--- config.mk ---
export PLATFORM = sky130hd
export DESIGN_NAME = temperature_alarm_monitor_flat
export DESIGN_NICKNAME = d
export VERILOG_FILES = /design/src/hdl/tam_pkg.sv /design/src/hdl/tam_if.sv /design/src/hdl/tam_cfg_regs.sv /design/src/hdl/tam_core.sv /design/src/hdl/temperature_alarm_monitor.sv /design/src/flat_wrapper.sv
export SDC_FILE = /design/constraint.sdc
export NUM_CORES = 1
export LEC_CHECK = 0
export BUFFER_PORTS_ARGS = -buffer_cell sky130_fd_sc_hd__buf_2
export CORE_ASPECT_RATIO = 1.75
export CORE_UTILIZATION = 40
export DETAILED_ROUTE_END_ITERATION = 6
export MAX_ROUTING_LAYER = met4
export SLEW_MARGIN = 10
export SYNTH_ARGS = -nofsm -noshare
export SYNTH_HDL_FRONTEND = slang
export SYNTH_SLANG_ARGS = --single-unit
--- constraint.sdc ---
create_clock -name i_clk -period 6.7 [get_ports i_clk]
set_input_delay 1.005 -clock i_clk [delete_from_list [all_inputs] [get_ports i_clk]]
set_output_delay 1.005 -clock i_clk [all_outputs]
set_load 0.03 [all_outputs]
--- src/hdl/tam_pkg.sv ---
package tam_pkg;

    // Codes carried in the action field of an input item.
    typedef enum logic [1:0] {
        ACT_UP     = 2'd0,
        ACT_DOWN   = 2'd1,
        ACT_SAMPLE = 2'd2
    } t_action;

    // Configuration register indexes.
    typedef enum logic [2:0] {
        REG_ALARM_STEP   = 3'd0,
        REG_PRESS_GAP_MS = 3'd1,
        REG_SETPOINT_MAX = 3'd2,
        REG_LEVEL_ONE    = 3'd3,
        REG_LEVEL_TWO    = 3'd4,
        REG_LEVEL_THREE  = 3'd5,
        REG_LEVEL_FOUR   = 3'd6
    } t_cfg_reg;

    localparam logic [6:0]  RST_ALARM_STEP   = 7'd5;
    localparam logic [15:0] RST_PRESS_GAP_MS = 16'd200;
    localparam logic [6:0]  RST_SETPOINT_MAX = 7'd100;
    localparam logic [6:0]  RST_LEVEL_ONE    = 7'd20;
    localparam logic [6:0]  RST_LEVEL_TWO    = 7'd15;
    localparam logic [6:0]  RST_LEVEL_THREE  = 7'd10;
    localparam logic [6:0]  RST_LEVEL_FOUR   = 7'd2;
    localparam logic [6:0]  RST_SETPOINT     = 7'd25;

    typedef struct packed {
        logic [6:0]  alarm_step;
        logic [15:0] press_gap_ms;
        logic [6:0]  setpoint_max;
        logic [6:0]  level_one;
        logic [6:0]  level_two;
        logic [6:0]  level_three;
        logic [6:0]  level_four;
    } t_cfg;

    typedef struct packed {
        logic [1:0]         action;
        logic [31:0]        time_ms;
        logic signed [11:0] temperature;
    } t_item;

    typedef struct packed {
        logic [6:0] setpoint;
        logic [3:0] leds;
        logic       buzzer;
        logic       alarm_active;
    } t_result;

endpackage

--- src/hdl/tam_if.sv ---
interface tam_item_if;
    logic               valid;
    logic               ready;
    logic [1:0]         action;
    logic [31:0]        time_ms;
    logic signed [11:0] temperature;

    modport source (output valid, output action, output time_ms, output temperature,
                    input ready);
    modport sink (input valid, input action, input time_ms, input temperature,
                  output ready);
endinterface

interface tam_result_if;
    logic       valid;
    logic       ready;
    logic [6:0] setpoint;
    logic [3:0] leds;
    logic       buzzer;
    logic       alarm_active;

    modport source (output valid, output setpoint, output leds, output buzzer,
                    output alarm_active, input ready);
    modport sink (input valid, input setpoint, input leds, input buzzer,
                  input alarm_active, output ready);
endinterface

interface tam_cfg_if;
    logic        valid;
    logic        ready;
    logic [2:0]  index;
    logic [15:0] data;

    modport source (output valid, output index, output data, input ready);
    modport sink (input valid, input index, input data, output ready);
endinterface

--- src/hdl/tam_cfg_regs.sv ---
module tam_cfg_regs
    import tam_pkg::*;
(
    input  logic       i_clk,
    input  logic       i_rst_n,
    tam_cfg_if.sink    i_cfg,
    output t_cfg       o_cfg
);

    t_cfg r_cfg;

    assign i_cfg.ready = 1'b1;
    assign o_cfg       = r_cfg;

    always_ff @(posedge i_clk) begin
        if (!i_rst_n) begin
            r_cfg.alarm_step   <= RST_ALARM_STEP;
            r_cfg.press_gap_ms <= RST_PRESS_GAP_MS;
            r_cfg.setpoint_max <= RST_SETPOINT_MAX;
            r_cfg.level_one    <= RST_LEVEL_ONE;
            r_cfg.level_two    <= RST_LEVEL_TWO;
            r_cfg.level_three  <= RST_LEVEL_THREE;
            r_cfg.level_four   <= RST_LEVEL_FOUR;
        end else if (i_cfg.valid) begin
            // Writes to an index beyond the list are dropped.
            unique case (i_cfg.index)
                REG_ALARM_STEP:   r_cfg.alarm_step   <= i_cfg.data[6:0];
                REG_PRESS_GAP_MS: r_cfg.press_gap_ms <= i_cfg.data;
                REG_SETPOINT_MAX: r_cfg.setpoint_max <= i_cfg.data[6:0];
                REG_LEVEL_ONE:    r_cfg.level_one    <= i_cfg.data[6:0];
                REG_LEVEL_TWO:    r_cfg.level_two    <= i_cfg.data[6:0];
                REG_LEVEL_THREE:  r_cfg.level_three  <= i_cfg.data[6:0];
                REG_LEVEL_FOUR:   r_cfg.level_four   <= i_cfg.data[6:0];
                default: begin
                end
            endcase
        end
    end

endmodule

--- src/hdl/tam_core.sv ---
module tam_core
    import tam_pkg::*;
(
    input  logic    i_clk,
    input  logic    i_rst_n,
    input  logic    i_step,
    input  t_item   i_item,
    input  t_cfg    i_cfg,
    output t_result o_result
);

    logic [6:0]  r_setpoint, n_setpoint;
    logic [31:0] r_last_up, n_last_up;
    logic [31:0] r_last_down, n_last_down;
    logic        r_blink, n_blink;
    logic        r_buzzer, n_buzzer;
    logic [3:0]  r_leds, n_leds;

    logic [31:0]        up_elapsed;
    logic [31:0]        down_elapsed;
    logic               up_ok;
    logic               down_ok;
    logic [7:0]         up_sum;
    logic signed [13:0] sp16;
    logic signed [13:0] temp_ext;
    logic signed [13:0] margin16;
    logic               at_alarm;

    function automatic logic margin_ok(logic signed [13:0] margin, logic [6:0] level);
        logic signed [13:0] lvl16;
        lvl16 = $signed({3'b000, level, 4'b0000});
        return margin <= lvl16;
    endfunction

    // Debounce uses the wrapping difference of the 32-bit timestamps.
    assign up_elapsed   = i_item.time_ms - r_last_up;
    assign down_elapsed = i_item.time_ms - r_last_down;
    assign up_ok        = up_elapsed > {16'd0, i_cfg.press_gap_ms};
    assign down_ok      = down_elapsed > {16'd0, i_cfg.press_gap_ms};
    assign up_sum       = {1'b0, r_setpoint} + {1'b0, i_cfg.alarm_step};

    // Setpoint in 1/16 degree so that the compare with the sample is exact.
    assign sp16     = $signed({3'b000, r_setpoint, 4'b0000});
    assign temp_ext = {{2{i_item.temperature[11]}}, i_item.temperature};
    assign at_alarm = temp_ext >= sp16;
    assign margin16 = sp16 - temp_ext;

    always_comb begin
        n_setpoint  = r_setpoint;
        n_last_up   = r_last_up;
        n_last_down = r_last_down;
        n_blink     = r_blink;
        n_buzzer    = r_buzzer;
        n_leds      = r_leds;
        unique case (t_action'(i_item.action))
            ACT_UP: begin
                if (up_ok) begin
                    n_last_up  = i_item.time_ms;
                    n_setpoint = (up_sum > {1'b0, i_cfg.setpoint_max}) ?
                                 i_cfg.setpoint_max : up_sum[6:0];
                end
            end
            ACT_DOWN: begin
                if (down_ok) begin
                    n_last_down = i_item.time_ms;
                    n_setpoint  = (r_setpoint > i_cfg.alarm_step) ?
                                  r_setpoint - i_cfg.alarm_step : 7'd0;
                end
            end
            ACT_SAMPLE: begin
                if (at_alarm) begin
                    n_buzzer = 1'b1;
                    n_blink  = ~r_blink;
                    n_leds   = {4{~r_blink}};
                end else begin
                    n_buzzer = 1'b0;
                    n_leds   = {margin_ok(margin16, i_cfg.level_four),
                                margin_ok(margin16, i_cfg.level_three),
                                margin_ok(margin16, i_cfg.level_two),
                                margin_ok(margin16, i_cfg.level_one)};
                end
            end
            default: begin
            end
        endcase
    end

    always_ff @(posedge i_clk) begin
        if (!i_rst_n) begin
            r_setpoint  <= RST_SETPOINT;
            r_last_up   <= '0;
            r_last_down <= '0;
            r_blink     <= 1'b0;
            r_buzzer    <= 1'b0;
            r_leds      <= '0;
        end else if (i_step) begin
            r_setpoint  <= n_setpoint;
            r_last_up   <= n_last_up;
            r_last_down <= n_last_down;
            r_blink     <= n_blink;
            r_buzzer    <= n_buzzer;
            r_leds      <= n_leds;
        end
    end

    // The result reports the state as it stands after this item.
    assign o_result.setpoint     = n_setpoint;
    assign o_result.leds         = n_leds;
    assign o_result.buzzer       = n_buzzer;
    assign o_result.alarm_active = n_buzzer;

    a_up_clamps: assert property (@(posedge i_clk) disable iff (!i_rst_n)
        (i_step && i_item.action == ACT_UP && up_ok)
        |=> (r_setpoint <= $past(i_cfg.setpoint_max)))
        else $error("setpoint above maximum after an accepted up press");

    a_alarm_leds: assert property (@(posedge i_clk) disable iff (!i_rst_n)
        r_buzzer |-> (r_leds == 4'h0 || r_leds == 4'hF))
        else $error("partial LED pattern while the buzzer is on");

    a_blink_hold: assert property (@(posedge i_clk) disable iff (!i_rst_n)
        !(i_step && i_item.action == ACT_SAMPLE && at_alarm) |=> $stable(r_blink))
        else $error("blink bit changed without an alarm sample");

endmodule

--- src/hdl/temperature_alarm_monitor.sv ---
// Channel   Role    Handshake          Payload
// i_item    sink    valid / ready      action, time_ms, temperature
// o_result  source  valid / ready      setpoint, leds, buzzer, alarm_active
// i_cfg     sink    valid / ready(=1)  index, data
//
// Each item gives one result: it passes through the input register, then the
// state update and the result register.
// A new item can be taken in every cycle while results drain; the single
// state update per cycle in the core sets that rate of one item per clock.
// Reset is synchronous and active low; it restores the register defaults and
// the state, and empties both pipeline registers.
// When the result sink stalls, the result register holds, and the input
// register accepts one more item before the input side stalls in turn.
module temperature_alarm_monitor
    import tam_pkg::*;
(
    input  logic        i_clk,
    input  logic        i_rst_n,
    tam_item_if.sink    i_item,
    tam_result_if.source o_result,
    tam_cfg_if.sink     i_cfg
);

    // Input stage. The payload needs no reset, only the valid flag does.
    logic  r_in_valid;
    t_item r_in;

    // Result stage.
    logic    r_out_valid;
    t_result r_out;

    t_cfg    cfg;
    t_result core_result;
    logic    advance;

    // The input stage moves forward whenever the result register is free
    // or its content is being taken in this cycle.
    assign advance      = r_in_valid && (!r_out_valid || o_result.ready);
    assign i_item.ready = !r_in_valid || advance;

    always_ff @(posedge i_clk) begin
        if (!i_rst_n) begin
            r_in_valid <= 1'b0;
        end else if (i_item.ready) begin
            r_in_valid <= i_item.valid;
        end
    end

    always_ff @(posedge i_clk) begin
        if (i_item.ready && i_item.valid) begin
            r_in.action      <= i_item.action;
            r_in.time_ms     <= i_item.time_ms;
            r_in.temperature <= i_item.temperature;
        end
    end

    tam_cfg_regs u_cfg_regs (
        .i_clk   (i_clk),
        .i_rst_n (i_rst_n),
        .i_cfg   (i_cfg),
        .o_cfg   (cfg)
    );

    // The core holds the setpoint, press times and LED state. It commits the
    // item held in the input register when the stage advances and presents
    // the updated state as this item's result.
    tam_core u_core (
        .i_clk    (i_clk),
        .i_rst_n  (i_rst_n),
        .i_step   (advance),
        .i_item   (r_in),
        .i_cfg    (cfg),
        .o_result (core_result)
    );

    always_ff @(posedge i_clk) begin
        if (!i_rst_n) begin
            r_out_valid <= 1'b0;
        end else if (advance) begin
            r_out_valid <= 1'b1;
        end else if (o_result.ready) begin
            r_out_valid <= 1'b0;
        end
    end

    always_ff @(posedge i_clk) begin
        if (advance) begin
            r_out <= core_result;
        end
    end

    assign o_result.valid        = r_out_valid;
    assign o_result.setpoint     = r_out.setpoint;
    assign o_result.leds         = r_out.leds;
    assign o_result.buzzer       = r_out.buzzer;
    assign o_result.alarm_active = r_out.alarm_active;

endmodule

--- src/flat_wrapper.sv ---
// flat-port wrapper written by rule: the top's interface ports become plain ports
module temperature_alarm_monitor_flat import tam_pkg::*;
  (i_clk, i_rst_n, i_item_valid, i_item_action, i_item_time_ms, i_item_temperature, i_item_ready, o_result_valid, o_result_setpoint, o_result_leds, o_result_buzzer, o_result_alarm_active, o_result_ready, i_cfg_valid, i_cfg_index, i_cfg_data, i_cfg_ready);
  tam_item_if i_item_i ();
  tam_result_if o_result_i ();
  tam_cfg_if i_cfg_i ();
  input  logic i_clk;
  input  logic i_rst_n;
  input wire logic [$bits(i_item_i.valid)-1:0] i_item_valid;
  input wire logic [$bits(i_item_i.action)-1:0] i_item_action;
  input wire logic [$bits(i_item_i.time_ms)-1:0] i_item_time_ms;
  input wire logic [$bits(i_item_i.temperature)-1:0] i_item_temperature;
  output wire logic [$bits(i_item_i.ready)-1:0] i_item_ready;
  output wire logic [$bits(o_result_i.valid)-1:0] o_result_valid;
  output wire logic [$bits(o_result_i.setpoint)-1:0] o_result_setpoint;
  output wire logic [$bits(o_result_i.leds)-1:0] o_result_leds;
  output wire logic [$bits(o_result_i.buzzer)-1:0] o_result_buzzer;
  output wire logic [$bits(o_result_i.alarm_active)-1:0] o_result_alarm_active;
  input wire logic [$bits(o_result_i.ready)-1:0] o_result_ready;
  input wire logic [$bits(i_cfg_i.valid)-1:0] i_cfg_valid;
  input wire logic [$bits(i_cfg_i.index)-1:0] i_cfg_index;
  input wire logic [$bits(i_cfg_i.data)-1:0] i_cfg_data;
  output wire logic [$bits(i_cfg_i.ready)-1:0] i_cfg_ready;
  assign i_item_i.valid = i_item_valid;
  assign i_item_i.action = i_item_action;
  assign i_item_i.time_ms = i_item_time_ms;
  assign i_item_i.temperature = i_item_temperature;
  assign i_item_ready = i_item_i.ready;
  assign o_result_valid = o_result_i.valid;
  assign o_result_setpoint = o_result_i.setpoint;
  assign o_result_leds = o_result_i.leds;
  assign o_result_buzzer = o_result_i.buzzer;
  assign o_result_alarm_active = o_result_i.alarm_active;
  assign o_result_i.ready = o_result_ready;
  assign i_cfg_i.valid = i_cfg_valid;
  assign i_cfg_i.index = i_cfg_index;
  assign i_cfg_i.data = i_cfg_data;
  assign i_cfg_ready = i_cfg_i.ready;
  temperature_alarm_monitor u_core (.i_clk(i_clk), .i_rst_n(i_rst_n), .i_item(i_item_i), .o_result(o_result_i), .i_cfg(i_cfg_i));
endmodule
# After elaboration in Yosys (flattened, before gate mapping)

Index checks and enable logic that the tools add are counted.

Flip-flop bits (word level): 195
Input bits: 70
Output and inout port bits: 16
Logic and storage cells: 74

Add/subtract/negate cells: 5
Magnitude comparators: 9
Equality and inequality tests: 8
Mux-type cells: 11
Bitwise operators: 1
Reductions and logical operators: 19

Operator list:

| kind                 | number |
|---|---|
| $gt A32 B16 Y1       | 2 |
| $sub A32 B32 Y32     | 2 |
| $le A13 B12 Y1       | 4 |
| $mux W7              | 4 |
| $pmux W7 S2          | 1 |
| $reduce_and A2 Y1    | 7 |
| $sub A12 B12 Y13     | 1 |
| $ge A12 B12 Y1       | 1 |
| $eq A3 B3 Y1 const B | 3 |
| $reduce_and A3 Y1    | 3 |
| $add A7 B7 Y8        | 1 |
| $gt A8 B7 Y1         | 1 |
| $mux W4              | 2 |
| $gt A7 B7 Y1         | 1 |
| $sub A7 B7 Y7        | 1 |
| $eq A3 B2 Y1 const B | 2 |
| $mux W1              | 4 |
| $eq A3 B1 Y1 const B | 1 |
| $logic_not A3 Y1     | 1 |
| $eq A2 B1 Y1 const B | 1 |
| $eq A2 B2 Y1 const B | 1 |
| $logic_and A1 B1 Y1  | 2 |
| $logic_not A1 Y1     | 2 |
| $logic_not A2 Y1     | 1 |
| 3 further kinds      | 4 |

# Logic depth before layout (Yosys ltp)

Gate-level depths: netlist of run 1.

Word-level depth: 5
Gate-level depth with buffers: 24

# Cells and area by module

From an unflattened synthesis of run 1, not the netlist that was laid out.

Cell total of the unflattened synthesis: 1,634
Area total of the unflattened synthesis: 14,059.7 um^2

Modules (own cells, without submodules):

| module                    | instances | cells an instance | area an instance (um^2) | seq. area each (um^2) |
|---|---|---|---|---|
| tam_core                  | 1         | 1,342             | 9,894.5                 | 1,541.5 |
| tam_cfg_regs              | 1         | 224               | 2,289.7                 | 1,161.1 |
| temperature_alarm_monitor | 1         | 68                | 1,875.5                 | 1,811.7 |

# Least setup slack after synthesis of run 1

OpenSTA, ideal clock, no wires.

Path kind: register to register
From: register u_core.r_in[12] (netlist bit)
To: register u_core.u_core.r_setpoint[0]
Library setup time: 0.122 ns
Data arrival time: 4.867 ns
Required time: 6.578 ns
Path slack: 1.711 ns
Stages on the path, launching flop included: 22
Buffers on the path: 0
Clock period less this slack: 4.989 ns
Path through: edfxtp_1 > inv_1 > ha_1 > fa_1 > nand2b_1 > a21oi_1 > nor2_1 > nor3_1 > nor2_1 > xnor2_1 > ha_1 > nand4_1 > nor2_1 > a221o_1 > o31a_1 > or4_1 > a2111oi_2 > nand4_1 > nor4_4 > mux2i_1 > o22ai_2 > a221o_1

Cells in the longest elaborated chain, start to end: 4
Elaborated cells on any way between the ends: 7
Classes of those cells: 2 x add/sub; 2 x order compare; 3 x mux

RTL lines:

| what                                | line                            | text |
|---|---|---|
| start, declared                     | temperature_alarm_monitor.sv:26 | `t_item r_in;` |
| $sub A32 B32 Y32 (on tied branches) | tam_core.sv:37, tam_core.sv:36  |  |
| $gt A32 B16 Y1 (on tied branches)   | tam_core.sv:39, tam_core.sv:38  |  |
| $mux W7 (on tied branches)          | tam_core.sv:64, tam_core.sv:57  |  |
| $pmux W7 S2 (*)                     | tam_core.sv:55                  | `unique case (t_action'(i_item.action))` |
| end signal, assigned                | tam_core.sv:97                  | `r_setpoint <= n_setpoint;` |
| end, declared                       | tam_core.sv:12                  | `logic [6:0] r_setpoint, n_setpoint;` |

Mark *: on every way between the ends. The rest lies on a longest branch, timed or not.
A chain may end at the register's enable or synchronous reset.

# Worst setup path after layout of run 1

Same ends and word-level chain as after synthesis.

==> metrics, run 1 <==
Top Ports 86; wire length of the first global-routing pass about 63000 um; global placement routability congestion 0.959; Avg Vias per Cell approximately 5.5; antenna violations before repair 1; Total Negative Setup Slacks 0 ps; total non-filler cell area in the finished layout 15100 um2; register bit count reported by yosys 195; origin of the critical flop-to-flop path u_core.r_in[12]; leakage power figure roughly 6 nW; synthesized-area fraction occupied by xor and xnor cells 0.0397; Syn Std Cell Area 13700 um2; fin crit period 5960 ps; DRC violations left 0; number of gates given a new drive strength after cts 0; PD cells 210 nW/um2; max-cap check violation count 0; area of all sequential standard cells 4480 um2; final clock period utilization by the worst path 0.889; multi-input gate area in the final layout 8390 um2; post-synthesis share of cell area spent on and, or, nand and nor gates 0.189; dominant cells by area after synthesis sky130_fd_sc_hd__dfxtp_1 (20%), sky130_fd_sc_hd__ha_1 (14%), sky130_fd_sc_hd__edfxtp_1 (13%); most numerous cell types in the synthesized netlist sky130_fd_sc_hd__nand2_1 (219), sky130_fd_sc_hd__a21oi_1 (153), sky130_fd_sc_hd__ha_1 (151), sky130_fd_sc_hd__inv_1 (151), sky130_fd_sc_hd__dfxtp_1 (137); Worst EP required a little over 7000 ps; slew at the pin with the worst max-slew slack 1130 ps; sequential share of the synthesized area 0.328; adder-cell share of the synthesized area 0.144; final setup violation count 0; die width 142 um; top-area cell type share of the netlist area 0.200; class of the most critical setup path reg -> reg; CP Capture Type flip-flop; Worst Path Max Fanout 10; Cell Area, Placed 14500 um2; headroom to the max-slew limit 0.246; complex-gate fraction of the synthesized area 0.196; Initial Utilization 0.406; Clock Pin Slew Worst Setup and Hold Paths roughly 70 ps; number of CTS-inserted buffers 17; critical path startpoint category flip-flop; detailed-router iteration count before antenna repair 7; DP HPWL roughly 31000 um; Net Sw Frac 0.322; largest voltage drop on the vdd net around 0.18 mV; Max H-tree Level 4; worst clock skew on the final layout 11.0 ps; count of antenna-violating nets left after detailed routing 0; largest net degree at the start of global routing 65; Clk network pwr share 0.344; # hold bufs at CTS 0; maximum clock path buffer count 2; nets in the synthesized netlist around 1900; hold_ws 454 ps; fraction of final layout cells sized beyond drive strength 1 0.0813; clock root buffer sky130_fd_sc_hd__clkbuf_16; Total Wirelength between 40000 and 50000 um; total global-route track usage 0.245; number of distinct library cells after synthesis 75; count of fill cells added during filler insertion 3422; overall die height 247 um; dominant combinational cell family by area after synthesis compound AO/OA/AOI/OAI gates; largest area contributor in the synthesized netlist sky130_fd_sc_hd__dfxtp_1; HP Class reg -> reg; number of buffers inserted by post-CTS setup repair 0; number of hold violations in the final report 0; die area 35000 um2; multiplexer fraction of the synthesized cell area 0.0434; FMAX ~170 MHz; yosys warns 0; number of sinks handled by clock tree synthesis 195; fraction of power consumed by sequential logic 0.409; arrival time at the worst endpoint 6310 ps; status complete, no violations; part of the power in combinational logic 0.248; final net count 1946; TritonCTS clock tree done; final-report max-slew violation count 0; via count 12000; clock network latency to the later pin of the worst-skew pair 470 ps; port buffer count 84; average cell area after synthesis 8.19 um2; drt wl/cell roughly 19 um; setup repair after global routing missed its margin false; overflow left after global routing 0; power spent charging and discharging nets 1.02 mW; leading cell type by number of instances after synthesis sky130_fd_sc_hd__nand2_1; area added between synthesis and finish 10.4%; Post-synth EDFFs 58; Critical path origin u_core.r_in[12]; site row count between 80 and 90; number of global-route vias before repair between 10000 and 15000; Post-synth top flop sky130_fd_sc_hd__dfxtp_1; cell internal power dissipation 2.15 mW; core box area 33700 um2; number of DRC markers after the initial detailed-route iteration ~510; number of standard cells after synthesis 1671; async set or reset register ratio after synthesis 0; Min-Delay Startpoint u_core.u_cfg_regs.o_cfg[11]
kinds of logic after synthesis:
| logic type | after synthesis |
|---|---|
| multiplexers | 59 |
| XOR/XNOR | 62 |
| other | 1 |
| adder cells (fa/ha/maj) | 155 |
| flip-flops | 195 |
| buffers and inverters | 211 |
| AND/OR/NAND/NOR | 561 |
| AO/OA/AOI/OAI | 427 |
stage by stage:
stage	instances	power, mW	utilization	setup slack, ps
2_1_floorplan	1671	1.87	-	1710
3_3_place_gp	2157	2.09	0.429	786
5_1_grt	2190	3.33	0.448	303
3_5_place_dp	2157	2.10	0.429	758
4_1_cts	2189	3.20	0.448	717
6_report	2190	3.17	0.448	745
power groups by stage:
stage	Clock [mW]	Combinational (mW)	Sequential (mW)
after floorplan	0	0.546	1.32
after global placement	0	0.769	1.32
after detailed placement	0	0.779	1.32
after CTS	1.12	0.783	1.30
after global routing	1.16	0.872	1.30
final	1.09	0.785	1.30
routing by layer:
| layer | GRT usage | up-vias | wire length, um |
|---|---|---|---|
| li1 | - | 5999 | - |
| met1 | 0.229 | 5590 | 14800 |
| met2 | 0.469 | 308 | 22100 |
| met3 | 0.0281 | 108 | 1270 |
| met4 | 0.151 | 0 | 2430 |
| met5 | - | - | 0 |
flip-flops by register name, indices dropped and copies added, names as in the netlist:
register and cells:
u_core.u_core.r_leds 4, u_core.u_core.r_last_up 32, u_core.u_core.r_buzzer 1, u_core.r_in_valid 1, u_core.o_result.valid 1, u_core.u_core.r_blink 1, u_core.r_in 46, u_core.o_result.alarm_active 1
u_core.o_result.leds 4, u_core.o_result.setpoint 7, u_core.u_core.r_setpoint 7, u_core.u_core.r_last_down 32, u_core.u_cfg_regs.o_cfg 58
cell usage in the layout (no fill, tap or decap), drive strengths merged, types with 15 or more instances in the layout:
cell    instances
edfxtp         58
o211ai         26
xnor2          34
ha            151
clkbuf         26
nor2b          24
o21ai          97
nor2          127
mux2i          56
nand2         219
nand4          29
nand3          62
nand2b         22
a21oi         154
buf            90
dfxtp         137
nor3           27
inv           154
a21o           27
xor2           28
o21a           15
critical path, stage by stage (launching register included):
cell and delay [ps]:
sky130_fd_sc_hd__edfxtp_1 350, sky130_fd_sc_hd__inv_1 70, sky130_fd_sc_hd__ha_1 220, sky130_fd_sc_hd__fa_1 410
sky130_fd_sc_hd__nand2b_1 180, sky130_fd_sc_hd__a21oi_1 350, sky130_fd_sc_hd__nor2_1 140, sky130_fd_sc_hd__nor3_1 190
sky130_fd_sc_hd__nor2_1 70, sky130_fd_sc_hd__xnor2_1 140, sky130_fd_sc_hd__ha_1 320, sky130_fd_sc_hd__nand4_1 130
sky130_fd_sc_hd__nor4_1 440, sky130_fd_sc_hd__nand4_1 180, sky130_fd_sc_hd__o31a_1 170, sky130_fd_sc_hd__or4_1 500
sky130_fd_sc_hd__a2111oi_2 330, sky130_fd_sc_hd__nand4_1 200, sky130_fd_sc_hd__nor4_4 660, sky130_fd_sc_hd__mux2i_1 310
sky130_fd_sc_hd__o22ai_2 110, sky130_fd_sc_hd__a221o_1 360
final timing paths:
path / endpoint / slack [ps] / depth (start not counted)
min: u_core.u_cfg_regs.o_cfg[11] / 450 / 2
max reg2reg: u_core.u_core.r_setpoint[0] / 740 / 21
max: u_core.u_core.r_setpoint[0] / 740 / 21
min reg2reg: u_core.u_cfg_regs.o_cfg[11] / 450 / 2
final cells by class:
class / count / share of cell area
antenna: 1 / 0.000166
clock buffer: 26 / 0.0374
inverter: 152 / 0.0378
clock inverter: 6 / 0.00331
timing repair buffer: 90 / 0.0316
tap: 455 / 0.0377
sequential: 195 / 0.297
multi-input combinational: 1265 / 0.555
Power figures use the tool's default switching activity.
==> run 2: changes to the inputs <==
--- a/config.mk
+++ b/config.mk
@@ -8,6 +8,7 @@
 export BUFFER_PORTS_ARGS = -buffer_cell sky130_fd_sc_hd__buf_2
 export CORE_ASPECT_RATIO = 1.75
 export CORE_UTILIZATION = 40
+export CTS_BUF_LIST = sky130_fd_sc_hd__clkbuf_4 sky130_fd_sc_hd__clkbuf_8
 export DETAILED_ROUTE_END_ITERATION = 6
 export MAX_ROUTING_LAYER = met4
 export SLEW_MARGIN = 10
==> constraint.sdc (replaced) <==
create_clock -name i_clk -period 6.2 [get_ports i_clk]
set_input_delay 0.93 -clock i_clk [delete_from_list [all_inputs] [get_ports i_clk]]
set_output_delay 0.93 -clock i_clk [all_outputs]
set_load 0.005 [all_outputs]
==> run 2 against run 1 <==
- sequential power increased by 8%
- sequential share of layout area increased by 0.34 points
- via count increased by 0.81%
- largest power group unchanged
- critical endpoint is now u_core.o_result.setpoint[6]
- register-to-register slack got worse by 500 ps
- highest routed layer unchanged
- final cell count increased by 0.23%
==> metrics, run 2 (synthesis results as in run 1) <==
max-cap check violation count 0 (unchanged); number of global-route vias before repair 12300 (was 11900); top library cells by usage in the layout, fill and taps aside sky130_fd_sc_hd__nand2_1 (219), sky130_fd_sc_hd__a21oi_1 (153), sky130_fd_sc_hd__ha_1 (151) (unchanged); FMAX 168 MHz (about the same); Clock Pin Slew Worst Setup and Hold Paths 100 ps (was 70 ps); arrival time at the worst endpoint 6330 ps (was 6310 ps); WL met2 21300 um (was 22100 um); area added between synthesis and finish 9.11% (was 10.4%); Top Ports 86 (unchanged); Worst EP required 6570 ps (was 7060 ps); die width 142 um (unchanged); clock root buffer sky130_fd_sc_hd__clkbuf_8 (was sky130_fd_sc_hd__clkbuf_16); fin crit period 5950 ps (was 5960 ps); via count 12100 (was 12000); # hold bufs at CTS 0 (unchanged); Min-Delay Startpoint u_core.u_cfg_regs.o_cfg[5] (was u_core.u_cfg_regs.o_cfg[11]); final standard cell utilization of the core 0.443 (was 0.448); drt wl/cell 18.2 um (was 18.6 um); slew at the pin with the worst max-slew slack 1150 ps (was 1130 ps); final net count 1951 (was 1946); DP HPWL 31400 um (about the same); CP Capture Type flip-flop (unchanged); Max H-tree Level 4 (unchanged); number of sinks handled by clock tree synthesis 195 (unchanged); worst clock skew on the final layout 11.0 ps (about the same); origin of the critical flop-to-flop path u_core.r_in[18] (was u_core.r_in[12]); most frequent cell on the critical path sky130_fd_sc_hd__nand4_1 (unchanged); overflow left after global routing 0 (unchanged); worst hold path endpoint u_core.u_cfg_regs.o_cfg[5] (was u_core.u_cfg_regs.o_cfg[11]); largest net degree at the start of global routing 86 (was 65); cell depth of the worst hold path 2 (unchanged); headroom to the max-slew limit 0.224 (was 0.246); critical path startpoint category flip-flop (unchanged); library cell contributing the largest single delay on the critical path sky130_fd_sc_hd__nor4_1 (was sky130_fd_sc_hd__nor4_4); DRC violations left 0 (unchanged); HP Class reg -> reg (unchanged); TritonCTS clock tree done (unchanged); die area 35000 um2 (unchanged); length of routed met3 wiring 896 um (was 1270 um); antenna violations before repair 1 (unchanged); detailed-router iteration count before antenna repair 5 (was 7); total global-route track usage 0.241 (was 0.245); maximum clock path buffer count 2 (unchanged); PD cells 207 nW/um2 (was 210 nW/um2); wire length of the first global-routing pass 62800 um (was 63100 um); Initial Utilization 0.406 (unchanged); Crit path largest cell delay 600 ps (was 660 ps); count of antenna-violating nets left after detailed routing 0 (unchanged); wire length on met1 14700 um (was 14800 um); Total Negative Setup Slacks 0 ps (unchanged); leading cell type in the layout, fill and taps excluded sky130_fd_sc_hd__nand2_1 (unchanged); FF-to-FF path depth 19 (was 21); number of DRC markers after the initial detailed-route iteration 631 (was 512); leakage power figure 5.88 nW (was 5.94 nW); highest metal used met4 (unchanged); number of hold violations in the final report 0 (unchanged); global placement routability congestion 0.996 (was 0.959); site row count 89 (unchanged); final setup violation count 0 (unchanged); Total Wirelength 39800 um (was 40600 um); overall die height 247 um (unchanged); max FFs per register 58 (unchanged); Worst Path Max Fanout 8 (was 10); class of the most critical setup path reg -> reg (unchanged); clock network latency to the later pin of the worst-skew pair 510 ps (was 470 ps); port buffer count 84 (unchanged); final-report max-slew violation count 0 (unchanged); fraction of final layout cells sized beyond drive strength 1 0.0863 (was 0.0813); Reg2Reg Setup Slack 250 ps (was 740 ps); Avg Vias per Cell 5.51 (was 5.48); final clock period utilization by the worst path 0.960 (was 0.889); number of CTS-inserted buffers 17 (unchanged); core box area 33700 um2 (unchanged); hold_ws 466 ps (was 454 ps); largest voltage drop on the vdd net 0.150 mV (was 0.184 mV); worst reg2reg path endpoint u_core.o_result.setpoint[6] (was u_core.u_core.r_setpoint[0]); status complete, no violations (unchanged); Cell Chain, Critical Path ha_1, a21o_1, a2111oi_1, buf_4, nor3_1, or3b_2, xor2_1, ha_1, nand4_1, nor4_1, nand4_1, o41ai_2, o311a_1, o2111ai_1, nor4_1, nand4_1, and2_1, a221oi_1, a21boi_1 (was inv_1, ha_1, fa_1, nand2b_1, a21oi_1, nor2_1, nor3_1, nor2_1, xnor2_1, ha_1, nand4_1, nor4_1, nand4_1, o31a_1, or4_1, a2111oi_2, nand4_1, nor4_4, mux2i_1, o22ai_2, a221o_1)
## run 2: per-layer routing
| metal | vias up | GRT usage |
|---|---|---|
| met5 | - | - |
| met3 | 137 | 0.0289 |
| met1 | 5681 | 0.224 |
| met2 | 266 | 0.450 |
| li1 | 6018 | - |
| met4 | 0 | 0.177 |
## run 2: worst max-delay path by stage
stage	startpoint	to	slack, ps
floorplan	u_core.r_in[12]	u_core.u_core.r_setpoint[0]	1210
global placement	u_core.r_in[18]	u_core.o_result.setpoint[5]	190
detailed placement	u_core.r_in[18]	u_core.o_result.setpoint[6]	150
CTS	u_core.r_in[18]	u_core.o_result.setpoint[6]	110
global route	u_core.r_in[12]	u_core.o_result.setpoint[6]	-70
finish	u_core.r_in[18]	u_core.o_result.setpoint[6]	250
## run 2: cell type report
class | count | area, um2
well taps | 455 | 569
inverters | 152 | 571
flip-flops and latches | 195 | 4480
repair buffers | 95 | 528
clock buffers | 22 | 290
multi-input cells | 1265 | 8390
clock inverters | 10 | 96.3
diodes | 1 | 2.50
fillers | 3396 | 18800
## run 2: what timing repair did
action | CTS | global route
setup endpoints to repair | 0 | 46
gates resized for setup | 0 | 1
setup buffers | 0 | 0
## run 2: power breakdown
part           internal [mW]  switching (mW)  total [mW]
logic                  0.326           0.518       0.843
clock network          0.362           0.486       0.847
registers               1.36          0.0399        1.40
total                   2.05            1.04        3.09
## run 2: per-stage QoR
step / std cells / power [mW] / instance area, um2 / setup slack, ps
CTS: 2194 / 3.12 / 14900 / 113
global placement: 2162 / 2.25 / 14500 / 194
global route: 2195 / 3.27 / 14900 / -68.0
floorplan: 1671 / 2.00 / 13700 / 1210
finish: 2195 / 3.09 / 14900 / 247
detailed placement: 2162 / 2.27 / 14500 / 148
## run 2: worst max-delay path, delay by kind of cell (launching register included)
kind | cells | cell delay (ps)
AOI/OAI and AO/OA | 7 | 1760
xor gates and xnor gates | 1 | 180
buffers and inverters | 1 | 230
adders and majority gates | 2 | 730
and+or+nand+nor | 8 | 2460
DFF | 1 | 450
